[config.mk]
export PLATFORM = sky130hd
export DESIGN_NAME = adc_scan_sequencer_core
export DESIGN_NICKNAME = d
export VERILOG_FILES = /design/src/sv/adcss_pkg.sv /design/src/sv/adc_scan_sequencer_core.sv /design/src/sv/adcss_csr.sv /design/src/sv/adcss_step.sv /design/src/sv/adcss_pkg_dummy_guard.sv
export SDC_FILE = /design/constraint.sdc
export NUM_CORES = 1
export LEC_CHECK = 0
export ABC_CLOCK_PERIOD_IN_PS = 4900
export BUFFER_PORTS_ARGS = -buffer_cell sky130_fd_sc_hd__buf_2
export CORE_MARGIN = 10
export CORE_UTILIZATION = 45
export DETAILED_ROUTE_END_ITERATION = 7
export HOLD_SLACK_MARGIN = 0.08
export PLACE_DENSITY = 0.68
export SETUP_SLACK_MARGIN = 0.3
export SYNTH_ARGS = -nofsm -noshare
export SYNTH_HDL_FRONTEND = slang
export SYNTH_SLANG_ARGS = --single-unit
[constraint.sdc]
create_clock -name clock -period 4.9 [get_ports clock]
set_clock_uncertainty 0.2 [all_clocks]
set_input_delay 0.98 -clock clock [delete_from_list [all_inputs] [get_ports clock]]
set_output_delay 0.98 -clock clock [all_outputs]
set_load 0.1 [all_outputs]
[src/sv/adcss_pkg.sv]
// adcss_pkg: shared types, codes and constants of the ADC scan sequencer.
// No dependencies; used by every module of the block.
`default_nettype none

package adcss_pkg;

   localparam int unsigned ListEntries = 8;
   localparam int unsigned ChanWidth = 5;
   localparam logic [3:0] MaxChain = 4'd8;
   localparam logic [7:0] ChanLimit = 8'd31;

   typedef enum logic [1:0] {
      CMD_START_SINGLE = 2'd0,
      CMD_START_CHAIN  = 2'd1,
      CMD_COMPLETE     = 2'd2,
      CMD_UNUSED       = 2'd3
   } cmd_type;

   typedef enum logic [1:0] {
      STS_OK        = 2'd0,
      STS_BAD_REQ   = 2'd1,
      STS_BUSY      = 2'd2,
      STS_IDLE_DONE = 2'd3
   } status_type;

   typedef enum logic [1:0] {
      REG_CHAIN_LENGTH   = 2'd0,
      REG_CHAIN_CHANNELS = 2'd1,
      REG_EIGHT_BIT_MODE = 2'd2,
      REG_NONE           = 2'd3
   } reg_index_type;

   typedef enum logic [2:0] {
      ST_IDLE   = 3'b001,
      ST_SINGLE = 3'b010,
      ST_CHAIN  = 3'b100
   } run_state_type;

   typedef struct packed {
      logic [3:0]  chain_length;
      logic [39:0] chain_channels;
      logic        eight_bit_mode;
   } cfg_type;

   typedef struct packed {
      logic [1:0] status;
      logic       start_conversion;
      logic [4:0] mux_channel;
      logic       result_valid;
      logic [2:0] result_index;
      logic [9:0] result_value;
      logic       done_res;
   } result_type;

   function automatic logic [4:0] list_entry(input logic [39:0] channels,
                                             input logic [2:0] idx);
      logic [4:0] entry;
      entry = '0;
      for (int i = 0; i < ListEntries; i++) begin
         if (idx == i[2:0]) begin
            entry = channels[i*ChanWidth +: ChanWidth];
         end
      end
      return entry;
   endfunction

endpackage

`default_nettype wire

[src/sv/adc_scan_sequencer_core.sv]
// adc_scan_sequencer_core: top level of the ADC scan sequencer.
// Depends on adcss_pkg, adcss_csr, adcss_step and adcss_out.
//
// Usage:
//   req_* carries one command word (start single, start chain, conversion
//   complete). A word is taken on a rising edge with req_valid high and
//   req_stall low. Every word gives exactly one rsp_* word, taken on an edge
//   with rsp_valid high and rsp_stall low.
//   csr_* writes chain_length (0), chain_channels (1), eight_bit_mode (2)
//   on any edge with csr_we high; write only while no word is in flight.
// Timing:
//   A word is held in the input register, is decided there by the
//   run-state logic, and its response is loaded into the result register
//   when that register can advance; rsp_valid then rises. One word per
//   cycle is sustained while rsp_stall stays low; the single run-state
//   update per word sets that figure.
// Reset (synchronous, active high): sequencer idle, both pipeline registers
//   empty, chain_length 1, chain_channels 0, eight_bit_mode 0.
// Stall: while rsp_stall holds a pending response, the word in the input
//   register waits and req_stall rises; no word is dropped or repeated.
`default_nettype none

module adc_scan_sequencer_core (
   input  wire logic        clock,
   input  wire logic        reset,
   input  wire logic        req_valid,
   output wire logic        req_stall,
   input  wire logic [1:0]  req_cmd,
   input  wire logic [7:0]  req_channel,
   input  wire logic [9:0]  req_sample,
   output wire logic        rsp_valid,
   input  wire logic        rsp_stall,
   output wire logic [1:0]  rsp_status,
   output wire logic        rsp_start_conversion,
   output wire logic [4:0]  rsp_mux_channel,
   output wire logic        rsp_result_valid,
   output wire logic [2:0]  rsp_result_index,
   output wire logic [9:0]  rsp_result_value,
   output wire logic        rsp_done_res,
   input  wire logic        csr_we,
   input  wire logic [1:0]  csr_index,
   input  wire logic [39:0] csr_wdata
);

   logic       in_valid_ff, in_valid_in;
   logic [1:0] cmd_ff, cmd_in;
   logic [7:0] channel_ff, channel_in;
   logic [9:0] sample_ff, sample_in;
   logic       advance;
   logic       accept;

   adcss_pkg::cfg_type    cfg;
   adcss_pkg::result_type result;
   adcss_pkg::result_type rsp_word;

   assign advance = !rsp_valid || !rsp_stall;
   assign req_stall = in_valid_ff && !advance;
   assign accept = req_valid && !req_stall;

   always_comb begin
      in_valid_in = accept ? 1'b1 : (advance ? 1'b0 : in_valid_ff);
      cmd_in = accept ? req_cmd : cmd_ff;
      channel_in = accept ? req_channel : channel_ff;
      sample_in = accept ? req_sample : sample_ff;
   end

   always_ff @(posedge clock) begin
      if (reset) begin
         in_valid_ff <= 1'b0;
      end else begin
         in_valid_ff <= in_valid_in;
      end
   end

   always_ff @(posedge clock) begin
      cmd_ff <= cmd_in;
      channel_ff <= channel_in;
      sample_ff <= sample_in;
   end

   adcss_csr u_csr (
      .clock     (clock),
      .reset     (reset),
      .csr_we    (csr_we),
      .csr_index (csr_index),
      .csr_wdata (csr_wdata),
      .cfg       (cfg)
   );

   adcss_step u_step (
      .clock   (clock),
      .reset   (reset),
      .commit  (in_valid_ff && advance),
      .cmd     (cmd_ff),
      .channel (channel_ff),
      .sample  (sample_ff),
      .cfg     (cfg),
      .result  (result)
   );

   adcss_out u_out (
      .clock      (clock),
      .reset      (reset),
      .load_valid (in_valid_ff),
      .advance    (advance),
      .result     (result),
      .rsp_valid  (rsp_valid),
      .rsp_word   (rsp_word)
   );

   assign rsp_status = rsp_word.status;
   assign rsp_start_conversion = rsp_word.start_conversion;
   assign rsp_mux_channel = rsp_word.mux_channel;
   assign rsp_result_valid = rsp_word.result_valid;
   assign rsp_result_index = rsp_word.result_index;
   assign rsp_result_value = rsp_word.result_value;
   assign rsp_done_res = rsp_word.done_res;

endmodule

`default_nettype wire

[src/sv/adcss_csr.sv]
// adcss_csr: configuration registers of the ADC scan sequencer.
// Depends on adcss_pkg for the register indexes and the cfg_type bundle.
`default_nettype none

module adcss_csr (
   input  wire logic              clock,
   input  wire logic              reset,
   input  wire logic              csr_we,
   input  wire logic [1:0]        csr_index,
   input  wire logic [39:0]       csr_wdata,
   output adcss_pkg::cfg_type     cfg
);

   adcss_pkg::cfg_type cfg_ff, cfg_in;

   always_comb begin
      cfg_in = cfg_ff;
      if (csr_we) begin
         unique case (adcss_pkg::reg_index_type'(csr_index))
            adcss_pkg::REG_CHAIN_LENGTH:   cfg_in.chain_length = csr_wdata[3:0];
            adcss_pkg::REG_CHAIN_CHANNELS: cfg_in.chain_channels = csr_wdata;
            adcss_pkg::REG_EIGHT_BIT_MODE: cfg_in.eight_bit_mode = csr_wdata[0];
            default: cfg_in = cfg_ff;
         endcase
      end
   end

   always_ff @(posedge clock) begin
      if (reset) begin
         cfg_ff.chain_length <= 4'd1;
         cfg_ff.chain_channels <= '0;
         cfg_ff.eight_bit_mode <= 1'b0;
      end else begin
         cfg_ff <= cfg_in;
      end
   end

   assign cfg = cfg_ff;

endmodule

`default_nettype wire

[src/sv/adcss_step.sv]
// adcss_step: run-state registers and the per-word decision logic of the sequencer.
// Depends on adcss_pkg; fed by the input register and adcss_csr in the top level.
`default_nettype none

module adcss_step (
   input  wire logic              clock,
   input  wire logic              reset,
   input  wire logic              commit,
   input  wire logic [1:0]        cmd,
   input  wire logic [7:0]        channel,
   input  wire logic [9:0]        sample,
   input  wire adcss_pkg::cfg_type cfg,
   output adcss_pkg::result_type  result
);

   adcss_pkg::run_state_type state_ff, state_in;
   logic [3:0] position_ff, position_in;
   logic [3:0] run_length_ff, run_length_in;
   logic [3:0] pos_next;
   logic       len_bad;

   assign pos_next = position_ff + 4'd1;
   assign len_bad = (cfg.chain_length == 4'd0) || (cfg.chain_length > adcss_pkg::MaxChain);

   always_comb begin
      state_in = state_ff;
      position_in = position_ff;
      run_length_in = run_length_ff;
      result = '0;
      result.status = adcss_pkg::STS_OK;
      unique case (adcss_pkg::cmd_type'(cmd))
         adcss_pkg::CMD_START_SINGLE: begin
            if (channel > adcss_pkg::ChanLimit) begin
               result.status = adcss_pkg::STS_BAD_REQ;
            end else if (state_ff != adcss_pkg::ST_IDLE) begin
               result.status = adcss_pkg::STS_BUSY;
            end else begin
               state_in = adcss_pkg::ST_SINGLE;
               position_in = 4'd0;
               result.start_conversion = 1'b1;
               result.mux_channel = channel[4:0];
            end
         end
         adcss_pkg::CMD_START_CHAIN: begin
            if (len_bad) begin
               result.status = adcss_pkg::STS_BAD_REQ;
            end else if (state_ff != adcss_pkg::ST_IDLE) begin
               result.status = adcss_pkg::STS_BUSY;
            end else begin
               state_in = adcss_pkg::ST_CHAIN;
               position_in = 4'd0;
               run_length_in = cfg.chain_length;
               result.start_conversion = 1'b1;
               result.mux_channel = adcss_pkg::list_entry(cfg.chain_channels, 3'd0);
            end
         end
         adcss_pkg::CMD_COMPLETE: begin
            if (state_ff == adcss_pkg::ST_IDLE) begin
               result.status = adcss_pkg::STS_IDLE_DONE;
            end else begin
               result.result_valid = 1'b1;
               result.result_value = cfg.eight_bit_mode ? {2'b00, sample[9:2]} : sample;
               if (state_ff == adcss_pkg::ST_CHAIN) begin
                  result.result_index = position_ff[2:0];
                  position_in = pos_next;
                  if (pos_next >= run_length_ff) begin
                     state_in = adcss_pkg::ST_IDLE;
                     result.done_res = 1'b1;
                  end else begin
                     result.start_conversion = 1'b1;
                     result.mux_channel =
                        adcss_pkg::list_entry(cfg.chain_channels, pos_next[2:0]);
                  end
               end else begin
                  state_in = adcss_pkg::ST_IDLE;
                  result.done_res = 1'b1;
               end
            end
         end
         default: begin
            result.status = adcss_pkg::STS_BAD_REQ;
         end
      endcase
   end

   always_ff @(posedge clock) begin
      if (reset) begin
         state_ff <= adcss_pkg::ST_IDLE;
         position_ff <= 4'd0;
         run_length_ff <= 4'd0;
      end else if (commit) begin
         state_ff <= state_in;
         position_ff <= position_in;
         run_length_ff <= run_length_in;
      end
   end

endmodule

`default_nettype wire

[src/sv/adcss_pkg_dummy_guard.sv]
// adcss_out: result register of the ADC scan sequencer with its valid flag.
// Depends on adcss_pkg for result_type; driven by adcss_step in the top level.
`default_nettype none

module adcss_out (
   input  wire logic              clock,
   input  wire logic              reset,
   input  wire logic              load_valid,
   input  wire logic              advance,
   input  wire adcss_pkg::result_type result,
   output wire logic              rsp_valid,
   output adcss_pkg::result_type  rsp_word
);

   logic                  valid_ff, valid_in;
   adcss_pkg::result_type word_ff, word_in;

   always_comb begin
      valid_in = advance ? load_valid : valid_ff;
      word_in = (advance && load_valid) ? result : word_ff;
   end

   always_ff @(posedge clock) begin
      if (reset) begin
         valid_ff <= 1'b0;
      end else begin
         valid_ff <= valid_in;
      end
   end

   always_ff @(posedge clock) begin
      word_ff <= word_in;
   end

   assign rsp_valid = valid_ff;
   assign rsp_word = word_ff;

endmodule

`default_nettype wire
# Word level (Yosys, flattened, before mapping)
# Cells that the tools add are included.
# op_classes
n_addsub	1
multipliers	0
div	0
order_cmp	3
eq_ne	21
shifts	0
n_mux	41
n_bitwise	4
n_reduce_logical	24
# op_table
operator	count
2-to-1 mux 5 bit	8
2-to-1 mux 6 bit	6
2-to-1 mux 3 bit	8
2-to-1 mux 21 bit	1
2-to-1 mux 4 bit	5
one-hot mux 6 bit (3 select lines)	1
== test 3 bit, second input constant	5
one-hot mux 4 bit (3 select lines)	1
2-to-1 mux 10 bit	1
!= test 2 bit, second input constant	5
one-hot mux 3 bit (3 select lines)	1
greater-than comparator 8 x 5 -> 1 bit, second input constant	1
2-to-1 mux 2 bit	4
AND reduction 8 bit	1
== test 3 x 1 -> 1 bit, second input constant	2
== test 3 x 2 -> 1 bit, second input constant	2
one-hot mux 2 bit (3 select lines)	1
AND reduction 2 bit	3
AND reduction 6 bit	1
OR reduction 3 bit	2
adder 4 x 1 -> 4 bit, second input constant	1
== test 2 x 1 -> 1 bit, second input constant	2
== test 2 bit, second input constant	2
>= comparator 4 bit	1
other kinds (16)	29
# word_totals
ff_bits	101
latchBits	0
mem_bits_rw	0
rom_bits	0
input_bits	67
out_inout_bits	25
elab_cells	113
memories	0

# Longest topological paths before layout
# logic_depth
word_depth	14
mapped_depth	8
ltp_nobuf	8

# Hierarchy
# A second synthesis with hierarchy kept.
# unflattened
cells_unflattened	440
hier_area_um2	4808.4
# modules_own_cells
module	n_inst	cells_per_inst	area_per_inst_um2	seq_area_each_um2
adcss_csr	1	194	2013.2	900.9
adcss_step	1	191	1402.6	220.2
adcss_out	1	27	732.0	710.7
adc_scan_sequencer_core	1	28	660.6	620.6

# Least setup slack after synthesis
# No wires, ideal clock.
# synth_timing
path_kind	input to register
start	in rsp_stall
end	reg u_step.state_ff[1]
setup_ns	0.123
t_arrival_ns	3.227
t_required_ns	4.577
path_slack_ns	1.350
path_stages	5
path_cell_list	a21boi_1 > o211ai_2 > o21bai_1 > and2b_2 > mux2_1
# synth_between
elab_chain_cells	4
# synth_lines
element	line_no	rtl
start: declaration	adc_scan_sequencer_core.sv:32	input wire logic rsp_stall,
logical NOT 1 bit	adc_scan_sequencer_core.sv:56	assign advance = !rsp_valid || !rsp_stall;
logical OR 1 bit	adc_scan_sequencer_core.sv:56	
logical AND 1 bit	adc_scan_sequencer_core.sv:93	.commit (in_valid_ff && advance),
AND reduction 8 bit (no line)	--	
end signal: assignment	adcss_step.sv:88	state_ff <= adcss_pkg::ST_IDLE;
end signal: assignment	adcss_step.sv:92	state_ff <= state_in;
end: declaration	adcss_step.sv:16	adcss_pkg::run_state_type state_ff, state_in;
# No other way between the ends.
# A chain may end at the register's enable or synchronous reset.

# Final worst setup path
# layout_timing
start	in rsp_stall
end	out req_stall
# layout_between
elab_chain_cells	4
# layout_lines
element	line_no	rtl
logical NOT 1 bit	adc_scan_sequencer_core.sv:56	
logical OR 1 bit	adc_scan_sequencer_core.sv:56	
logical NOT 1 bit	adc_scan_sequencer_core.sv:57	assign req_stall = in_valid_ff && !advance;
logical AND 1 bit	adc_scan_sequencer_core.sv:57	
end: declaration	adc_scan_sequencer_core.sv:27	output wire logic req_stall,
# No other way between the ends.

==> key figures <==
Place
  • Placer Congestion: 0.816
  • IO Port Bufs: 91
  • DP HPWL: 7680 µm

Global route
  • Initial antenna violation count: 0
  • GRT Util Overall: 14.4%
  • Pin count of the biggest net entering global routing: 62
  • Vias in the first global route: 3,432
  • Grt total ovfl: 0
  • First-pass GRT wire length: 16,700 µm

Synth
  • FF+latch count, synth: 101
  • Synth top area cells: edfxtp_1 29%, dfxtp_1 26%, nand2_1 9.9%, a21oi_1 5.1%, mux2i_1 4.1%
  • Top cell type's share of synthesized area: 29.2%
  • Yosys top cell by area: edfxtp_1
  • Syn Nets: 526
  • Synth cell types: 46
  • Yosys warnings: 0
  • Post-synth EDFFs: 43
  • Ys flop type: dfxtp_1
  • Ys async rst share: 0%
  • Sequential area share after synthesis: 55.4%
  • Mapped Cells: 445
  • Mapped Area: 4430 µm²
  • Mean Syn Cell Area: 9.95 µm²

Clock network
  • PostCTS Resize Cnt: 0
  • Root Driver: clkbuf_8
  • Setup Fix Bufs, Post-CTS: 0
  • H-tree depth: 3
  • CTS tree: done
  • Clock net sink count: 101
  • Worst-Skew Late Latency: 0.37 ns
  • TritonCTS Buffers: 9
  • # hold bufs at CTS: 0
  • Clock-pin slew on the worst setup and hold paths: 0.10 ns
  • Clock Path Buffers: 2

Setup path
  • CP endpoint kind: output port
  • Crit path launch type: input port
  • CP arrival: 1.73 ns
  • Crit path kind: in2out
  • CP required: 3.72 ns
  • Worst Path Max Fanout: 3

Drt
  • Vias per inst: 5.01
  • Drc violations: 0
  • Total length of routed wires: 10,200 µm
  • DR iter-0 viols: 197
  • DRT Pass-1 Iters: 4
  • DRT antenna net count: 0
  • DR WL/cell: 15.4 µm
  • DR vias: 3,327

STA
  • Slew HR: 22.6%
  • Final setup fails: 0
  • Final min period: 2.91 ns
  • Final slew viol count: 0
  • RSZ-0062 raised after global routing: false
  • Fmax: 343 MHz
  • Least-Margin Pin Slew: 1.16 ns
  • Crit share post-route: 59.4%
  • Hold Fails Final Rpt: 0
  • Setup TNS: 0 ns

Finish
  • Layout Area Growth over Synthesis: 17.2%
  • Layout Nets: 607
  • Commonest non-fill, non-tap cell in the layout: nand2_1
  • Layout cell share with drive strength beyond 1: 23.7%
  • Most frequent cells in the layout: 117 x nand2_1, 91 x buf_2, 58 x dfxtp_1
  • Ant. Diodes: 0
  • Post-Route Utilization: 53.6%

Floorplanning
  • Core ar.: 9680 µm²
  • # rows: 36
  • Die W: 119 µm
  • Die height: 119 µm
  • Starting density of the core: 45.7%
  • Area of the die: 14,200 µm²
  • # IOs: 92

Outcome
  • Status: complete, no violations

Worst hold path
  • Hold WC Path Type: reg2reg

Pwr
  • Leakage: 1.97 nW
  • VDD IR-drop max: 0.194 mV
  • Pwr Density: 319 nW/µm²

Job
  • Max-cap violation count: 0
==> layout make-up <==
type / instances / area, µm²
Sequential cell: 101 / 2450
Fill cell: 880 / 4500
Tap cell: 133 / 166
Clock inverter: 7 / 80.1
Inverter: 12 / 45.0
Multi-Input combinational cell: 308 / 1840
Timing Repair Buffer: 94 / 478
Clock buffer: 9 / 124
==> sequential cells by signal (all words and copies together) (netlist names) <==
name                  cells
sample_ff                10
in_valid_ff               1
u_step.run_length_ff      4
u_csr.cfg                45
cmd_ff                    2
u_out.rsp_valid           1
u_step.position_ff        4
channel_ff                8
u_step.state_ff           3
u_out.rsp_word           23
==> worst max-delay path, cell delays in order <==
cell and delay, ns:
buf_2 0.10, and3_1 0.20, buf_2 0.44
==> path summary, 6_finish.rpt <==
| kind | cells after the start | to | startpoint | slack (ns) |
|---|---|---|---|---|
| max reg2reg | 8 | u_step.state_ff[1] | u_step.position_ff[0] | 2.22 |
| max | 3 | req_stall | rsp_stall | 1.99 |
| min reg2reg | 2 | u_csr.cfg[30] | u_csr.cfg[30] | 0.26 |
| min | 2 | u_csr.cfg[30] | u_csr.cfg[30] | 0.26 |
==> stage by stage <==
step,cells,power (mW),setup slack [ns],hold WS [ns],cell area (µm²)
global route,664,1.71,1.96,0.280,5190
detailed placement,648,1.13,1.98,0.248,4980
CTS,664,1.67,1.98,0.262,5190
floorplan,445,1.07,1.35,0.232,4430
global placement,648,1.12,2.00,0.243,4980
finish,664,1.65,1.99,0.263,5190
==> metal layers <==
metal | wire length, µm | up-vias | global-route usage (%) | part of all wire, %
li1 | - | 1684 | - | -
met1 | 4490 | 1536 | 17.4 | 44
met2 | 5050 | 92 | 24.0 | 49
met3 | 452 | 15 | 3.26 | 4.4
met4 | 205 | 0 | 6.34 | 2.0
met5 | 0 | - | 0 | 0
==> cells in the mapped netlist, drive strengths merged (4+ instances only) <==
cell,n
ha,14
nor2,22
o32ai,5
a22oi,5
nand3,6
nor3b,4
buf,7
inv,12
nand2,117
a21oi,47
nor2b,12
edfxtp,43
o21ai,19
clkbuf,17
mux2i,18
dfxtp,58
mux4,5
==> logic make-up (layout without fill, tap and decap cells) <==
logic type / count (synthesis) / after routing / synth area share [%]
adder cells (fa/ha/maj): 15 / 15 / 4.21
multiplexers: 25 / 25 / 7.38
XOR/XNOR: 4 / 4 / 0.961
AND/OR/NAND/NOR: 180 / 180 / 17.9
buffers and inverters: 36 / 122 / 3.11
AO/OA/AOI/OAI: 84 / 84 / 11.1
flip-flops: 101 / 101 / 55.4
==> power breakdown <==
part / internal (mW) / leakage, nW / switching [mW]
clock network: 0.244 / 0.103 / 0.303
logic: 0.0545 / 0.970 / 0.126
registers: 0.910 / 0.893 / 0.0164
(Power assumes the default switching activity.)
